$ cat src/aou_pkg.sv
// Shared types and constants for the adaptive optimizer update unit.
package aou_pkg;

	localparam int CFG_IDX_W = 3;
	localparam int FRAC_BITS = 24;

	typedef enum logic [CFG_IDX_W-1:0] {
		REG_MODE       = 3'd0,
		REG_DECAY_OLD  = 3'd1,
		REG_WEIGHT_NEW = 3'd2,
		REG_STEP_SIZE  = 3'd3,
		REG_EPS_FLOOR  = 3'd4
	} reg_idx_t;

	localparam logic        MODE_RMSPROP = 1'b0;
	localparam logic        MODE_ADAM    = 1'b1;
	localparam logic [24:0] DECAY_RST    = 25'd15099494;
	localparam logic [24:0] WEIGHT_RST   = 25'd1677722;
	localparam logic [24:0] STEP_RST     = 25'd16777;
	localparam logic [15:0] EPS_RST      = 16'd2;

	// Width of the square-root radicand (ms << F) and the root.
	localparam int RAD_W  = 62;
	localparam int ROOT_W = 31;
	// Magnitude of step * x: 25 + 32 bits.
	localparam int NUM_W  = 57;
	// Divisor: root plus epsilon (Adam) or the larger of root and epsilon (RMSprop).
	localparam int DIV_W  = 32;

	// Digit-by-digit square root state handed from cell to cell.
	typedef struct packed {
		logic [RAD_W-1:0]  rem;
		logic [ROOT_W:0]   root;
	} sqrt_t;

	// Restoring divider state handed from cell to cell.
	typedef struct packed {
		logic [DIV_W:0]    rem;
		logic [NUM_W-1:0]  num;
	} div_t;

	// Item fields that travel alongside the iterative cells.
	typedef struct packed {
		logic signed [31:0] param;
		logic signed [31:0] x;
		logic signed [31:0] moment;
		logic [30:0]        ms;
		logic               last;
		logic               mode;
		logic [15:0]        eps;
		logic [24:0]        step;
	} side_t;

endpackage

$ cat src/aou_sqrt_cell.sv
// One cell of the square-root chain: settles one root bit per cycle while en is high.
module aou_sqrt_cell #(
	parameter int BIT = 0
) (
	input  logic             clk,
	input  logic             arst_n,
	input  logic             en,
	input  logic             vld_in,
	input  aou_pkg::sqrt_t   d_in,
	input  aou_pkg::side_t   side_in,
	output logic             vld_out,
	output aou_pkg::sqrt_t   d_out,
	output aou_pkg::side_t   side_out
);
	import aou_pkg::*;

	logic [RAD_W:0] trial;
	logic [RAD_W:0] rem_ext;
	sqrt_t          nxt;

	always_comb begin
		rem_ext = {1'b0, d_in.rem};
		trial   = ({{(RAD_W-ROOT_W){1'b0}}, d_in.root} << (BIT + 1))
			| ({{RAD_W{1'b0}}, 1'b1} << (2 * BIT));
		nxt = d_in;
		if (rem_ext >= trial) begin
			nxt.rem  = RAD_W'(rem_ext - trial);
			nxt.root = d_in.root | ({{ROOT_W{1'b0}}, 1'b1} << BIT);
		end
	end

	always_ff @(posedge clk or negedge arst_n) begin
		if (!arst_n) begin
			vld_out <= 1'b0;
		end else if (en) begin
			vld_out <= vld_in;
		end
	end

	always_ff @(posedge clk) begin
		if (en) begin
			d_out    <= nxt;
			side_out <= side_in;
		end
	end

endmodule

$ cat config.mk
export PLATFORM = sky130hd
export DESIGN_NAME = aou_sqrt_cell
export DESIGN_NICKNAME = d
export VERILOG_FILES = /design/src/aou_pkg.sv /design/src/aou_sqrt_cell.sv
export SDC_FILE = /design/constraint.sdc
export NUM_CORES = 1
export LEC_CHECK = 0
export ABC_AREA = 0
export BUFFER_PORTS_ARGS = -buffer_cell sky130_fd_sc_hd__buf_4
export CAP_MARGIN = 5
export CORE_AREA = 2 2 208 210
export DETAILED_ROUTE_END_ITERATION = 8
export DIE_AREA = 0 0 210 212
export SYNTH_ARGS = -nofsm -noshare
export SYNTH_HDL_FRONTEND = slang
export SYNTH_SLANG_ARGS = --single-unit
$ cat constraint.sdc
create_clock -name clk -period 2.1 [get_ports clk]
set_clock_uncertainty 0.1 [all_clocks]
set_input_delay 0.525 -clock clk [delete_from_list [all_inputs] [get_ports clk]]
set_output_delay 0.525 -clock clk [all_outputs]
set_load 0.005 [all_outputs]
==> impl_metrics.tcl, run 1 <==
set metrics [dict create \
    outcome "finished with violations" \
    violations "negative setup slack" \
    synth_fa_ha_area_share_pct 3.93 \
    path_class "input pin to flop" \
    hold_slack_ns 0.0280 \
    rows 76 \
    rsz0062_at_grt "true" \
    antenna_left 0 \
    clock_path_buffers 3 \
    vias 9789 \
    grtUsageTotal_pct 18.9 \
    synth.cell_area_um2 11000 \
    setup_viol 63 \
    async_flop_share_pct 0.377 \
    hpwlAfterDp_um 34500 \
    p_leak_nw 8.50 \
    period_needed_ns 2.65 \
    fillCellCount 3760 \
    placed_cells 1993 \
    clk_latency_ns 0.57 \
    fmax_mhz 378 \
    peakVddDrop_v 0.000576 \
    nets 1903 \
    ys_seq_elements 265 \
    firstDrtPassIters 5 \
    die_width_um 210 \
    grt-ovfl-total 0 \
    worst_pin_slew_ns 0.617 \
    synth_xor_area_share_pct 4.61 \
    die_h_um 212 \
    synth_edf_count 264 \
    ff_latch_area_um2 7950 \
    grt_pass1_vias 9730 \
    cts_root_buf "clkbuf_16" \
    routed_via_density 4.51 \
    synth_compound_area_share_pct 7.68 \
    die_area_um2 44500 \
    wl_per_cell_um 21.2 \
    gp_congestion 0.857 \
    synth_warnings 0 \
    seq_area_frac_synth_pct 72.1 \
    fin_setup_tns_ns -27.87 \
    fin_cells 2169 \
    grt_pass1_wl_um 62900 \
    cts_buffers 31 \
    grt_max_degree 62 \
    htreeDepth 1 \
    numClockSinks 265 \
    clk_pin_slew_worst_paths_ns 0.06 \
    slew_headroom_pct 58.9 \
    setup_slack_ns -0.546 \
    finalHoldViolations 0 \
    fin_crit_sh_pct 126 \
    placedInstanceArea_um2 17300 \
    arrival_ns 2.86 \
    hp-class "input pin to flop" \
    initial_core_util_pct 25.9 \
    design_area_um2 20300 \
    port_buffers 532 \
    syn2layout_area_growth_pct 84.3 \
    drt_iter0_drc 576 \
    cts_tree "built" \
    drc 0 \
    synthSimpleGateAreaFrac_pct 9.06 \
    setup.worst_path.end_class "flop" \
    ioPinCount 533 \
    syn_nets 1056 \
    ys.flop_type "edfxtp_1" \
    core_area_um2 42500 \
    diodes 0 \
    synthMuxAreaShare_pct 0.193 \
    cp-start-kind "input pin" \
    cap_viol_max_count 0 \
    postSynthCellCount 754 \
    worstPathRequired_ns 2.32 \
    drt_wl_total_um 46100 \
    power_density_nw_per_um2 741 \
    drive_gt1_share_pct 57.4 \
    crit_fanout 8 \
    antenna_found_initial 1 \
    syn_area_per_cell_um2 14.6 \
    synth_cell_types 59 \
    slew_viol_final 0 \
    synth_top_family_by_area "simple AND/OR/NAND/NOR gates" \
    multi_input_area_um2 3700 \
]
[metal layers]
layer | global-route usage [%] | part of all wire [%]
met4 | 5.21 | 2.9
met1 | 23.5 | 40
met3 | 5.17 | 7.4
met2 | 32.2 | 50
met5 | 0 | 0.020
[worst paths after layout]
check	from	to	slack, ns	cells past startpoint
setup / recovery	d_in[71]	d_out[90]	-0.55	10
hold / removal	side_in[167]	side_out[167]	0.03	1
setup reg to reg	vld_out	vld_out	1.26	1
hold reg to reg	vld_out	vld_out	0.41	1
max in group asynchronous	arst_n	vld_out	1.66	2
min in group asynchronous	arst_n	vld_out	0.16	2
[registers in the layout, indices dropped and copies added, names as in the netlist]
register and count:
vld_out 1, d_out 94, side_out 170
[where the power goes]
group	switching [mW]	internal, mW	total [mW]	leakage [nW]
registers	0.161	6.38	6.54	2.60
logic	1.31	1.73	3.04	5.42
clock network	2.28	3.20	5.48	0.484
total	3.75	11.3	15.1	8.50
[Yosys cell counts (all sizes together), types with 2 or more instances]
cell / n / area (um^2)
o211ai: 6 / 45.0
a31oi: 4 / 25.0
nand2: 55 / 206
nand4b: 2 / 17.5
nand4: 19 / 119
nor2: 40 / 150
nand2b: 2 / 12.5
edfxtp: 264 / 7930
o21ai: 20 / 100
o21bai: 5 / 37.5
o21a: 3 / 22.5
and2: 7 / 43.8
xor2: 16 / 140
nor4: 12 / 81.3
a211o: 4 / 35.0
a21o: 14 / 105
nor2b: 3 / 18.8
a41oi: 2 / 17.5
nor3: 18 / 95.1
a21boi: 2 / 15.0
clkbuf: 15 / 56.3
buf: 11 / 73.8
and3: 7 / 43.8
a22oi: 2 / 15.0
inv: 36 / 135
xnor2: 42 / 368
a21oi: 49 / 249
a211oi: 9 / 80.1
o31ai: 2 / 20.0
or3: 6 / 42.5
nand3: 25 / 125
or2: 3 / 18.8
ha: 33 / 413
[metrics by stage]
stage | setup WS [ns] | power (mW) | utilization (%)
floorplan | -0.733 | 7.36 | -
global placement | -1.47 | 9.30 | 40.7
detailed placement | -1.42 | 9.33 | 40.7
CTS | -0.497 | 15.1 | 45.7
global route | -0.558 | 15.7 | 47.8
finish | -0.546 | 15.1 | 47.8
[cells by family after synthesis]
logic type	Yosys count
AO/OA/AOI/OAI	131
flip-flops	265
multiplexers	2
buffers and inverters	62
XOR/XNOR	58
adder cells (fa/ha/maj)	34
AND/OR/NAND/NOR	202
[cells in the final DEF, fill, tap and decap left out, drive strengths merged, types with 6 or more instances in the layout]
cell | Yosys | layout
xnor2 | 42 | 42
nand2 | 55 | 56
o21ai | 20 | 20
inv | 36 | 40
and2 | 7 | 7
clkbuf | 15 | 39
and3 | 7 | 7
nor4 | 12 | 12
nor3 | 18 | 18
edfxtp | 264 | 264
clkinv | 0 | 7
nor2 | 40 | 40
nand3 | 25 | 25
o211ai | 6 | 6
a21o | 14 | 14
dlygate4sd3 | 0 | 92
a211oi | 9 | 9
ha | 33 | 33
nand4 | 19 | 19
buf | 11 | 743
or3 | 6 | 6
xor2 | 16 | 16
a21oi | 49 | 49
[repair_timing]
item,in CTS,in global routing
setup buffers,11,13
gates cloned,0,5
pin swaps,25,43
resized for setup,58,112
endpoints found under the hold margin,76,16
endpoints found under the setup margin,63,63
hold buffers,76,16
[cell type report]
type,instances,share of cell area [%]
flip-flops and latches,265,39.1
repair buffers,838,33.6
multi-input cells,429,18.2
clock buffers,36,3.91
well taps,546,3.36
clock inverters,19,1.08
inverters,36,0.739
[worst max-delay path, cell delays in order]
cell and delay, ns:
buf_4 0.11, or4_4 0.53, buf_6 0.16, nor3_4 0.27
nand4_1 0.24, and4_4 0.25, a211oi_4 0.28, buf_6 0.17
nand4_1 0.13, xnor2_1 0.17
Power figures use the tool's default switching activity.
==> inputs of run 2 (changes only) <==
Settings changed: BUFFER_PORTS_ARGS -buffer_cell sky130_fd_sc_hd__buf_4 to not set, DONT_BUFFER_PORTS set to 1.
==> run 2 against run 1 <==
The run ends with negative hold slack, negative setup slack left; via count shrank 15%; sequential share of layout area is 6.4 points higher; final cell count fell by 20%; maximum frequency rose by 3.3%; sequential power rose by 4.0%; largest cell class unchanged.
==> impl_metrics.tcl, run 2 (synthesized netlist as in run 1, its figures left out) <==
set metrics [dict create \
    rows 76 \
    top_regs "side_out x170, d_out x94, vld_out x1" \
    slew_headroom_pct 44.6 \
    routed_via_density 4.79 \
    power_mw 14.1 \
    cts_root_buf "clkbuf_16" \
    syn2layout_area_growth_pct 58.4 \
    antenna_found_initial 5 \
    wl_per_cell_um 25.2 \
    worstPathRequired_ns 2.34 \
    numClockSinks 265 \
    hold_path_depth 0 \
    cts_tree "built" \
    die_area_um2 44500 \
    fin_crit_sh_pct 122 \
    antenna_left 0 \
    grt_pass1_wl_um 58500 \
    grtUsageTotal_pct 18.1 \
    p_leak_nw 6.37 \
    nets 1464 \
    layout_common_cells "264 x edfxtp_1, 214 x dlygate4sd3_1, 156 x buf_4, 41 x nand2_1, 35 x xnor2_1" \
    port_buffers 0 \
    fin_setup_tns_ns -22.02 \
    layout_commonest_cell "edfxtp_1" \
    placed_cells 1423 \
    hp-class "input pin to flop" \
    crit_fanout 6 \
    slew_viol_final 0 \
    reg2regPathDepth 1 \
    largest_reg_flops 170 \
    fmax_mhz 390 \
    gp_congestion 0.876 \
    final_util_pct 41.1 \
    largest_register "side_out" \
    path_class "input pin to flop" \
    cap_viol_max_count 0 \
    worst_pin_slew_ns 0.830 \
    core_area_um2 42500 \
    arrival_ns 2.80 \
    hold_buffers 214 \
    drc 0 \
    clk_pin_slew_worst_paths_ns 0.07 \
    drive_gt1_share_pct 33.9 \
    power_density_nw_per_um2 806 \
    grt_pass1_vias 8331 \
    hpwlAfterDp_um 30500 \
    initial_core_util_pct 25.9 \
    cp-start-kind "input pin" \
    grt-ovfl-total 0 \
    hold_slack_ns -0.0407 \
    die_h_um 212 \
    finalHoldViolations 24 \
    setup_viol 63 \
    place_ws_ns -1.35 \
    ioPinCount 533 \
    drt_wl_total_um 43600 \
    htreeDepth 1 \
    rsz0062_at_grt "true" \
    setup.worst_path.end_class "flop" \
    fin_cells 1732 \
    violations "negative hold slack, negative setup slack" \
    firstDrtPassIters 5 \
    peakVddDrop_v 0.000568 \
    outcome "finished with violations" \
    vias 8294 \
    clock_path_buffers 3 \
    fillCellCount 3867 \
    setup_slack_ns -0.462 \
    clk_latency_ns 0.56 \
    die_width_um 210 \
    period_needed_ns 2.56 \
    cts_buffers 30 \
    drt_iter0_drc 580 \
    grt_max_degree 266 \
]
[run 2: final timing paths]
kind	start	to	slack [ns]
max in group asynchronous	arst_n	vld_out	1.72
min in group asynchronous	arst_n	vld_out	0.07
hold / removal	en	side_out[144]	-0.04
setup reg to reg	vld_out	vld_out	1.23
hold reg to reg	vld_out	vld_out	0.44
setup / recovery	d_in[84]	d_out[80]	-0.46
[run 2: where the power goes]
group          total (mW)  switching [mW]  internal (mW)  leakage [nW]
Clock                5.47            2.31           3.15         0.494
Combinational        1.81           0.781           1.03          3.28
Sequential           6.80           0.393           6.40          2.60
Total                14.1            3.49           10.6          6.37
[run 2: stage by stage]
| stage | instance area, um^2 | hold slack, ns |
|---|---|---|
| detailed placement | 12900 | 0.129 |
| CTS | 17000 | -0.0670 |
| global route | 17500 | -0.0700 |
| global placement | 12900 | 0.129 |
| finish | 17500 | -0.0407 |
| floorplan | 11300 | 0.129 |
[run 2: timing repair]
action,in CTS,in global routing
resized for setup,142,80
buffers inserted,18,23
endpoints found under the hold margin,354,117
setup endpoints to repair,63,63
cloned,2,4
pin swaps,36,30
[run 2: metal layers]
metal  vias to the layer above  part of all wire [%]  track usage, %
met4                         8                   4.1            6.92
met5                         -                  0.12               0
met3                        95                   8.9            5.85
met1                      4078                    39            21.8
li1                       3685                     -               -
met2                       428                    48            30.4
[run 2: critical path, stage by stage]
cell and delay, ns:
or3_4 0.37, or3_4 0.37, nor3_4 0.29, nand4_1 0.23, and4_4 0.26, buf_6 0.14
nand2_8 0.08, buf_4 0.11, buf_6 0.09, nand4_1 0.16, xnor2_1 0.16
[run 2: area by class of cell]
type	count	area, um^2	area share (%)
Antenna cell	1	2.50	0.0143
Tap cell	546	683	3.91
Inverter	36	158	0.903
Clock inverter	24	273	1.56
Multi-Input combinational cell	428	3850	22.1
Clock buffer	31	754	4.32
Sequential cell	265	7950	45.5
Timing Repair Buffer	401	3790	21.7
