`src/aou_pkg.sv`:
```
// Shared types and constants for the adaptive optimizer update unit.
package aou_pkg;

	localparam int CFG_IDX_W = 3;
	localparam int FRAC_BITS = 24;

	typedef enum logic [CFG_IDX_W-1:0] {
		REG_MODE       = 3'd0,
		REG_DECAY_OLD  = 3'd1,
		REG_WEIGHT_NEW = 3'd2,
		REG_STEP_SIZE  = 3'd3,
		REG_EPS_FLOOR  = 3'd4
	} reg_idx_t;

	localparam logic        MODE_RMSPROP = 1'b0;
	localparam logic        MODE_ADAM    = 1'b1;
	localparam logic [24:0] DECAY_RST    = 25'd15099494;
	localparam logic [24:0] WEIGHT_RST   = 25'd1677722;
	localparam logic [24:0] STEP_RST     = 25'd16777;
	localparam logic [15:0] EPS_RST      = 16'd2;

	// Width of the square-root radicand (ms << F) and the root.
	localparam int RAD_W  = 62;
	localparam int ROOT_W = 31;
	// Magnitude of step * x: 25 + 32 bits.
	localparam int NUM_W  = 57;
	// Divisor: root plus epsilon (Adam) or the larger of root and epsilon (RMSprop).
	localparam int DIV_W  = 32;

	// Digit-by-digit square root state handed from cell to cell.
	typedef struct packed {
		logic [RAD_W-1:0]  rem;
		logic [ROOT_W:0]   root;
	} sqrt_t;

	// Restoring divider state handed from cell to cell.
	typedef struct packed {
		logic [DIV_W:0]    rem;
		logic [NUM_W-1:0]  num;
	} div_t;

	// Item fields that travel alongside the iterative cells.
	typedef struct packed {
		logic signed [31:0] param;
		logic signed [31:0] x;
		logic signed [31:0] moment;
		logic [30:0]        ms;
		logic               last;
		logic               mode;
		logic [15:0]        eps;
		logic [24:0]        step;
	} side_t;

endpackage

```
`src/aou_div_cell.sv`:
```
// One cell of the divider chain: settles one quotient bit per cycle while en is high.
module aou_div_cell (
	input  logic                          clk,
	input  logic                          arst_n,
	input  logic                          en,
	input  logic                          vld_in,
	input  logic [aou_pkg::DIV_W-1:0]     den,
	input  aou_pkg::div_t                 d_in,
	input  aou_pkg::side_t                side_in,
	output logic                          vld_out,
	output logic [aou_pkg::DIV_W-1:0]     den_out,
	output aou_pkg::div_t                 d_out,
	output aou_pkg::side_t                side_out
);
	import aou_pkg::*;

	logic [DIV_W+1:0] shifted;
	div_t             nxt;

	always_comb begin
		shifted = {d_in.rem, d_in.num[NUM_W-1]};
		nxt.num = {d_in.num[NUM_W-2:0], 1'b0};
		if (shifted >= {2'b00, den}) begin
			nxt.rem    = (DIV_W+1)'(shifted - {2'b00, den});
			nxt.num[0] = 1'b1;
		end else begin
			nxt.rem = (DIV_W+1)'(shifted);
		end
	end

	always_ff @(posedge clk or negedge arst_n) begin
		if (!arst_n) begin
			vld_out <= 1'b0;
		end else if (en) begin
			vld_out <= vld_in;
		end
	end

	always_ff @(posedge clk) begin
		if (en) begin
			d_out    <= nxt;
			den_out  <= den;
			side_out <= side_in;
		end
	end

endmodule

```
`config.mk`:
```
export PLATFORM = sky130hd
export DESIGN_NAME = aou_div_cell
export DESIGN_NICKNAME = d
export VERILOG_FILES = /design/src/aou_pkg.sv /design/src/aou_div_cell.sv
export SDC_FILE = /design/constraint.sdc
export NUM_CORES = 1
export LEC_CHECK = 0
export BUFFER_PORTS_ARGS = -buffer_cell sky130_fd_sc_hd__clkbuf_2
export CORE_AREA = 4 4 228 230
export DETAILED_ROUTE_END_ITERATION = 7
export DIE_AREA = 0 0 232 234
export SLEW_MARGIN = 5
export SYNTH_ARGS = -nofsm -noshare
export SYNTH_HDL_FRONTEND = slang
export SYNTH_SLANG_ARGS = --single-unit
```
`constraint.sdc`:
```
create_clock -name clk -period 0.82 [get_ports clk]
set_input_delay 0.082 -clock clk [delete_from_list [all_inputs] [get_ports clk]]
set_output_delay 0.082 -clock clk [all_outputs]
set_load 0.005 [all_outputs]
```
==> metrics.txt, run 1 <==
Die Width 232 µm; GRT overflow 0; CTS Buf Count 35; Worst Path Max Fanout 7; most area-hungry cell type in the Yosys netlist edfxtp_1; Critical Path End Type flip-flop; synth top area cells edfxtp_1 80%, ha_1 3.6%, a21oi_1 2.2%; Hold Worst Slack -0.02537 ns; CTS sink count 293; io pins 589; hpwl dp 36.22 mm; Core ar. 49,860 µm²; Peak Freq 461.1 MHz; peak supply drop 0.001295 V; Max clock buf depth 3; most frequent cells in the layout 553 x clkbuf_2, 293 x dlygate4sd3_1, 292 x edfxtp_1; LEAKAGE 9.122 nW; Die Area 54,290 µm²; syn_nets 969; CP max-delay cell fa_2; Arrival @ worst endpoint 2.45 ns; launch point of the worst path d_in[56]; CTS root buffer clkbuf_16; Port Buffers 588; Pre-antenna DRT Iters 4; final setup margin -1.349 ns; Crit Path Class in -> reg; final hold vios 1; syn avg cell area 17.18 µm²; pre-CTS worst setup slack -2.035 ns; Starting Density 0.2205; slowest stage delay, CP 0.35 ns; top cell type's share of synthesized area 0.7975; clk_lat worst skew 0.53 ns; synth unique cells 54; Rel. slew slack 0.6922; yosys warns 0; final WL 49.03 mm; Netlist Area Pre-Place 11,000 µm²; unrepaired setup endpoints after global routing yes; most common cell after layout, fill and taps aside clkbuf_2; first-pass GRT wire length 68.03 mm; status finished with violations; max-cap violations 0; final core utilization 0.4165; Clock transition at path regs 0.06 ns; Power Total 42.18 mW; largest net degree at the start of global routing 57; drt via density 4.094; CTS tree done; CP required 1.10 ns; sequential area share after synthesis 0.7997; GR Util All Layers 0.1698; PD cells 2031 nW/µm²; FF-to-FF End vld_out; Vias 9,842; Slew Limit Fails 0; Die H 234 µm; Top cell by count, worst path a31oi_4; synthesized flop and latch total 293; Post-DRT Antenna Nets 0; period utilization 2.645; H-tree depth 2; FFs w/ async S/R, synth 0.003413; Initial DRC Count 479; failing checks hold timing, setup timing; Area Growth Syn to Fin 88.87%; Clock Skew 0 ns; WL/cell 20.40 µm; final setup violation count 329; Slew @ Worst Pin 0.4500 ns; R2R depth 1; r2r setup slk 0.08 ns; critical path cell sequence clkbuf_16 > inv_12 > ha_4 > inv_2 > fa_2 > a211oi_2 > o211a_1 > buf_6 > o211ai_1 > and2_4 > a31oi_4 > a31oi_4 > buf_12 > mux2_4; GPL Wtd Cong 0.8362; reg2reg start vld_out; Fin Setup TNS -131.24 ns; number of enable flip-flop cells after synthesis 292; hold crit path type in -> reg; Site Rows 82; Tmin final 2.169 ns; Synth Instances 640; crit start category input port; Post-route DRC 0; Primary FF master, synth edfxtp_1; nets 2,024; share of cells above drive strength 1 0.5000; vias in the first global route 10.56k; initial antenna violation count 19; Worst Setup EP d_out[79]
==> sequential cells by signal, summed over array words and instances, names as in the netlist <==
register and cells:
d_out 90, vld_out 1, den_out 32, side_out 170
==> logic make-up after synthesis <==
logic type	share of synthesized area
flip-flops	0.7997
AO/OA/AOI/OAI	0.07157
AND/OR/NAND/NOR	0.04688
buffers and inverters	0.01900
adder cells (fa/ha/maj)	0.03823
XOR/XNOR	0.02151
multiplexers	0.003072
==> metrics by stage <==
step / instance area, µm² / hold slack (ns) / cells
floorplan: 11100 / -0.2136 / 640
global placement: 15850 / -0.1401 / 2016
detailed placement: 15850 / -0.1400 / 2016
CTS: 20440 / -0.07402 / 2387
global route: 20760 / -0.03887 / 2400
finish: 20770 / -0.02537 / 2404
==> cell type report <==
type / count / area, µm²
Fill cell: 4585 / 29100
Sequential cell: 293 / 8793
Timing Repair Buffer: 1029 / 7436
Multi-Input combinational cell: 293 / 2323
Clock buffer: 37 / 883.3
Tap cell: 672 / 840.8
Clock inverter: 27 / 289.0
Inverter: 43 / 176.4
Antenna cell: 10 / 25.02
==> report_power, final <==
group          internal (mW)  switching (mW)  leakage [nW]
logic                   4.25            3.58          5.69
registers               18.1           0.485          2.87
clock network           9.24            6.56         0.559
==> layer usage <==
layer / vias up / global-route usage / routed length, µm
li1: 4573 / - / -
met1: 4756 / 0.1799 / 17460
met2: 395 / 0.3055 / 25230
met3: 104 / 0.06074 / 3937
met4: 14 / 0.07379 / 2318
met5: - / 0 / 89
==> how the worst min path moves through the flow <==
stage	start	end	slack (ns)	cells past startpoint
6_report	d_in[88]	d_out[89]	-0.03	3
4_1_cts	d_in[88]	d_out[89]	-0.07	3
5_1_grt	d_in[88]	d_out[89]	-0.04	3
2_1_floorplan	arst_n	vld_out	-0.21	0
3_3_place_gp	arst_n	vld_out	-0.14	1
3_5_place_dp	arst_n	vld_out	-0.14	1
==> synthesized netlist by cell type, types with 2 or more instances <==
| cell type | count |
|---|---|
| a21oi_1 | 49 |
| buf_2 | 5 |
| a31oi_4 | 2 |
| o21bai_1 | 5 |
| o21ai_1 | 7 |
| nor2b_1 | 3 |
| o21a_1 | 2 |
| and2_1 | 5 |
| o211ai_2 | 2 |
| mux2_2 | 2 |
| nand2_1 | 36 |
| xnor2_1 | 18 |
| o2111ai_1 | 2 |
| xor2_1 | 9 |
| nand2b_1 | 5 |
| ha_1 | 32 |
| nor3_1 | 5 |
| clkbuf_1 | 6 |
| o21ai_0 | 11 |
| nand3_1 | 8 |
| a21oi_2 | 2 |
| a211oi_1 | 2 |
| edfxtp_1 | 292 |
| a31oi_1 | 4 |
| nand4_1 | 5 |
| or3_1 | 2 |
| o211a_1 | 3 |
| a211o_1 | 2 |
| a21o_1 | 9 |
| inv_1 | 42 |
| nor2_1 | 37 |
| o211ai_1 | 4 |
==> what timing repair did <==
action,in CTS,in global routing
pin swaps,21,11
gates resized for setup,72,93
gates cloned,5,1
setup endpoints to repair,327,329
endpoints found under the hold margin,294,3
hold buffers,293,1
setup buffers,9,6
==> critical path, delay by kind of cell <==
family,cells,cell delay [ns]
AND/OR/NAND/NOR,1,0.18
buffers and inverters,5,0.51
AO/OA/AOI/OAI,5,0.90
adder cells (fa/ha/maj),2,0.47
multiplexers,1,0.29
(Power assumes the default switching activity.)
==> inputs of run 2 (changes only) <==
--- a/config.mk
+++ b/config.mk
@@ -5,10 +5,11 @@
 export SDC_FILE = /design/constraint.sdc
 export NUM_CORES = 1
 export LEC_CHECK = 0
-export BUFFER_PORTS_ARGS = -buffer_cell sky130_fd_sc_hd__clkbuf_2
-export CORE_AREA = 4 4 228 230
+export CORE_AREA = 4 4 229 231
+export CTS_CLUSTER_SIZE = 10
 export DETAILED_ROUTE_END_ITERATION = 7
-export DIE_AREA = 0 0 232 234
+export DIE_AREA = 0 0 233 235
+export DONT_BUFFER_PORTS = 1
 export SLEW_MARGIN = 5
 export SYNTH_ARGS = -nofsm -noshare
 export SYNTH_HDL_FRONTEND = slang
==> run 2 against run 1 <==
- the run still ends with hold timing, setup timing left
- power down 5.4%
- critical path depth is 2 lower
- critical endpoint is now d_out[89]
- register-to-register slack got worse by 0.05 ns
- wire length decreased by 6.7%
- cell count decreased by 27%
- clock power hardly changed
- design area is 17% lower
==> metrics.txt, run 2 (same netlist as run 1, synthesis figures left out) <==
status finished with violations; failing checks hold timing, setup timing; kind of cell adding the most delay to the critical path compound AO/OA/AOI/OAI gates; Pre-antenna DRT Iters 4; dpl cells 1,395; initial antenna violation count 4; Vias 7,431; CP max-delay cell fa_2; crit start category input port; GPL Wtd Cong 0.8020; Clock transition at path regs 0.06 ns; CTS root buffer clkbuf_16; most common cell after layout, fill and taps aside edfxtp_1; number of flip-flops in the largest register 170; Site Rows 82; internal power 30.54 mW; GRT overflow 0; peak supply drop 0.001330 V; drt via density 4.208; hpwl dp 32.54 mm; Die H 235 µm; Arrival @ worst endpoint 2.35 ns; WL/cell 25.91 µm; most frequent cells in the layout 292 x edfxtp_1, 291 x dlygate4sd3_1, 93 x buf_4; Core ar. 50,070 µm²; final setup violation count 327; period utilization 2.528; H-tree depth 2; Top reg by flops side_out; share of cells above drive strength 1 0.2101; GR Util All Layers 0.1553; Slew Limit Fails 0; hold crit path type in -> reg; nets 1,398; Crit Path Class in -> reg; slowest stage delay, CP 0.36 ns; critical path cell sequence clkinv_16 > ha_4 > inv_2 > fa_2 > a211oi_2 > o211a_1 > nor2_2 > a21o_1 > a311o_1 > a311oi_2 > o21ai_1 > mux2_4; Tmin final 2.073 ns; Clock Skew 0 ns; CTS tree done; P_sw 9.351 mW; Initial DRC Count 405; Post-DRT Antenna Nets 0; combinational fraction of design power 0.114; final core utilization 0.3440; Hold Worst Slack -0.3463 ns; Critical Path End Type flip-flop; PD cells 2316 nW/µm²; first-pass GRT wire length 60.54 mm; CTS sink count 293; io pins 589; largest net degree at the start of global routing 294; Starting Density 0.2196; final hold vios 296; unrepaired setup endpoints after global routing yes; Area Growth Syn to Fin 56.65%; top flop regs side_out (170), d_out (90), den_out (32); Max clock buf depth 3; Rel. slew slack 0.6754; Port Buffers 0; Reg power frac 0.485; CP required 1.10 ns; Slew @ Worst Pin 0.4825 ns; vias in the first global route 7,745; non-filler cells, final 1,766; Clock Power Share 0.401; Post-route DRC 0; LEAKAGE 6.372 nW; final WL 45.76 mm; Peak Freq 482.3 MHz; clk_lat worst skew 0.53 ns; Critical path buffers and inverters 2; final setup margin -1.253 ns; max-cap violations 0; Die Width 233 µm; Worst Path Max Fanout 3; switching part of the total 0.2344; Die Area 54,760 µm²; CTS Buf Count 39
## run 2: path summary, 6_finish.rpt
kind / endpoint / start / slack, ns / cells after the start
min in group asynchronous: vld_out / arst_n / 0.35 / 2
max in group asynchronous: vld_out / arst_n / 0.35 / 2
worst min-delay path: den_out[0] / den[0] / -0.35 / 0
worst max-delay path: d_out[89] / d_in[56] / -1.25 / 12
worst max register to register: vld_out / vld_out / 0.03 / 1
worst min register to register: vld_out / vld_out / 0.58 / 1
## run 2: metal layers
metal	wire length, µm	GRT usage
met4	2047	0.06321
met1	15650	0.1594
met3	4391	0.06153
met2	23640	0.2799
met5	34	0
## run 2: cell type report
type                       count  area (µm²)
sequential                   293        8793
tap                          672       840.8
timing repair buffer         399        3913
inverter                      43       190.2
antenna                        4       10.01
clock inverter                12       167.7
fill                        4878       32840
clock buffer                  50        1027
multi-input combinational    293        2282
## run 2: timing repair
item,in CTS,in global routing
hold endpoints to repair,585,297
cloned,3,2
endpoints found under the setup margin,327,327
hold buffers,290,1
pin swaps,12,4
resized for setup,47,33
buffers inserted,8,2
## run 2: power by group through the flow
stage,logic (mW),registers [mW],clock network [mW]
6_report,4.55,19.3,16.0
5_1_grt,4.90,19.4,17.3
4_1_cts,4.31,19.4,16.6
3_5_place_dp,2.65,19.7,0
3_3_place_gp,2.62,19.7,0
2_1_floorplan,1.64,18.9,0
## run 2: per-stage QoR
step | setup WS, ns | TNS, ns | power, mW | instance area, µm² | hold WS (ns)
after floorplan | -1.685 | -47.45 | 20.54 | 11100 | -0.2136
after global placement | -1.780 | -54.02 | 22.34 | 12590 | -0.2134
after detailed placement | -1.828 | -53.92 | 22.35 | 12590 | -0.2134
after CTS | -1.237 | -115.41 | 40.39 | 17000 | -0.3933
after global routing | -1.353 | -119.72 | 41.63 | 17220 | -0.3962
final | -1.253 | -101.43 | 39.89 | 17220 | -0.3463
==> inputs of run 3 (changes only) <==
--- a/config.mk
+++ b/config.mk
@@ -10,6 +10,7 @@
 export DETAILED_ROUTE_END_ITERATION = 7
 export DIE_AREA = 0 0 233 235
 export DONT_BUFFER_PORTS = 1
+export SETUP_SLACK_MARGIN = 0.1
 export SLEW_MARGIN = 5
 export SYNTH_ARGS = -nofsm -noshare
 export SYNTH_HDL_FRONTEND = slang
==> run 3 against run 2 <==
- the run still ends with hold timing, setup timing left
- clock skew did not move
- sequential power barely moved
- worst setup slack improved by 0.00069 ns
- global-route usage did not move
- sequential share of layout area barely moved
- combinational power barely moved
- design area barely moved
- critical path type unchanged
- highest routed layer unchanged
==> metrics.txt, run 3 (same netlist as run 1, synthesis figures left out) <==
dpl cells 1,395; CTS Buf Count 39; Clock transition at path regs 0.06 ns; Max clock buf depth 3; Core ar. 50,070 µm²; final WL 45.81 mm; Port Buffers 0; period utilization 2.528; drt via density 4.229; Critical Path End Type flip-flop; nets 1,398; vias in the first global route 7,745; Hold Worst Slack -0.3446 ns; GRT Max-Usage Layer met2; Power Total 39.92 mW; M1 GR Usage 0.1594; R2R depth 1; launch point of the worst path d_in[56]; non-filler cells, final 1,763; met3 Use GR 0.06153; Rel. slew slack 0.6751; FF-to-FF End vld_out; global routing usage on met2 0.2799; hold crit path type in -> reg; Starting Density 0.2196; GRT overflow 0; Worst Path Max Fanout 3; status finished with violations; Area Growth Syn to Fin 56.63%; most frequent cells in the layout 292 x edfxtp_1, 291 x dlygate4sd3_1, 93 x buf_4; Post-route DRC 0; r2r setup slk 0.03 ns; CTS sink count 293; final setup violation count 327; Clock Skew 0 ns; CP required 1.10 ns; GPL Wtd Cong 0.8020; PD cells 2318 nW/µm²; io pins 589; Worst Hold Depth 0; Die Area 54,760 µm²; share of cells above drive strength 1 0.2110; Die Width 233 µm; Fin Setup TNS -101.54 ns; crit start category input port; most common cell after layout, fill and taps aside edfxtp_1; Slew @ Worst Pin 0.4829 ns; hold path startpoint den[0]; final setup margin -1.253 ns; clk_lat worst skew 0.53 ns; WL/cell 25.98 µm; peak supply drop 0.001330 V; number of flip-flops in the largest register 170; Site Rows 82; hold endpoint den_out[0]; largest net degree at the start of global routing 294; Vias 7,455; Post-DRT Antenna Nets 0; initial antenna violation count 4; final hold vios 296; reg2reg start vld_out; first-pass GRT wire length 60.54 mm; top flop regs side_out (170), d_out (90), den_out (32); Die H 235 µm; Crit Path Class in -> reg; Peak Freq 482.5 MHz; Tmin final 2.073 ns; unrepaired setup endpoints after global routing yes; Top reg by flops side_out; hpwl dp 32.54 mm; GR Util All Layers 0.1553; CTS tree done; CTS root buffer clkbuf_16; H-tree depth 2; Pre-antenna DRT Iters 7; Initial DRC Count 430; Slew Limit Fails 0; failing checks hold timing, setup timing; LEAKAGE 6.376 nW; max-cap violations 0; Arrival @ worst endpoint 2.35 ns
run 3: metal layers:
metal | part of all wire | vias to the layer above
li1 | - | 3285
met1 | 0.34 | 3698
met2 | 0.52 | 380
met3 | 0.093 | 84
met4 | 0.043 | 8
met5 | 0.0012 | -
run 3: timing repair:
| item | in CTS | in global routing |
|---|---|---|
| buffers inserted | 8 | 1 |
| setup endpoints to repair | 328 | 328 |
| pin swaps | 12 | 4 |
| endpoints found under the hold margin | 585 | 297 |
| resized for setup | 47 | 32 |
| cloned | 3 | 2 |
| hold buffers | 290 | 1 |
run 3: worst max-delay path: stages:
cell       delay [ns]
clkinv_16        0.02
ha_4             0.14
inv_2            0.04
fa_2             0.36
a211oi_2         0.21
o211a_1          0.22
nor2_2           0.05
a21o_1           0.15
a311o_1          0.33
a311oi_2         0.30
o21ai_1          0.12
mux2_4           0.31
run 3: report_power, final:
part / internal (mW) / total (mW) / switching, mW
logic: 2.65 / 4.56 / 1.91
clock network: 9.75 / 16.0 / 6.27
registers: 18.1 / 19.3 / 1.19
total: 30.5 / 39.9 / 9.37
run 3: through the flow:
stage	setup slack, ns	cell area, µm²	util
floorplan	-1.685	11100	-
global placement	-1.780	12590	0.2514
detailed placement	-1.828	12590	0.2514
CTS	-1.237	17000	0.3396
global route	-1.353	17220	0.3440
finish	-1.253	17220	0.3440
run 3: worst max-delay path by stage:
stage / end / slack (ns) / depth (start not counted)
finish: d_out[89] / -1.25 / 12
global route: d_out[89] / -1.35 / 12
floorplan: d_out[89] / -1.69 / 12
global placement: d_out[89] / -1.78 / 12
CTS: d_out[89] / -1.24 / 12
detailed placement: d_out[89] / -1.83 / 12
run 3: final cells by class:
type	count	area [µm²]
multi-input combinational	293	2288
tap	672	840.8
antenna	1	2.502
sequential	293	8793
inverter	43	190.2
timing repair buffer	399	3913
clock buffer	50	1027
clock inverter	12	167.7
fill	4883	32850
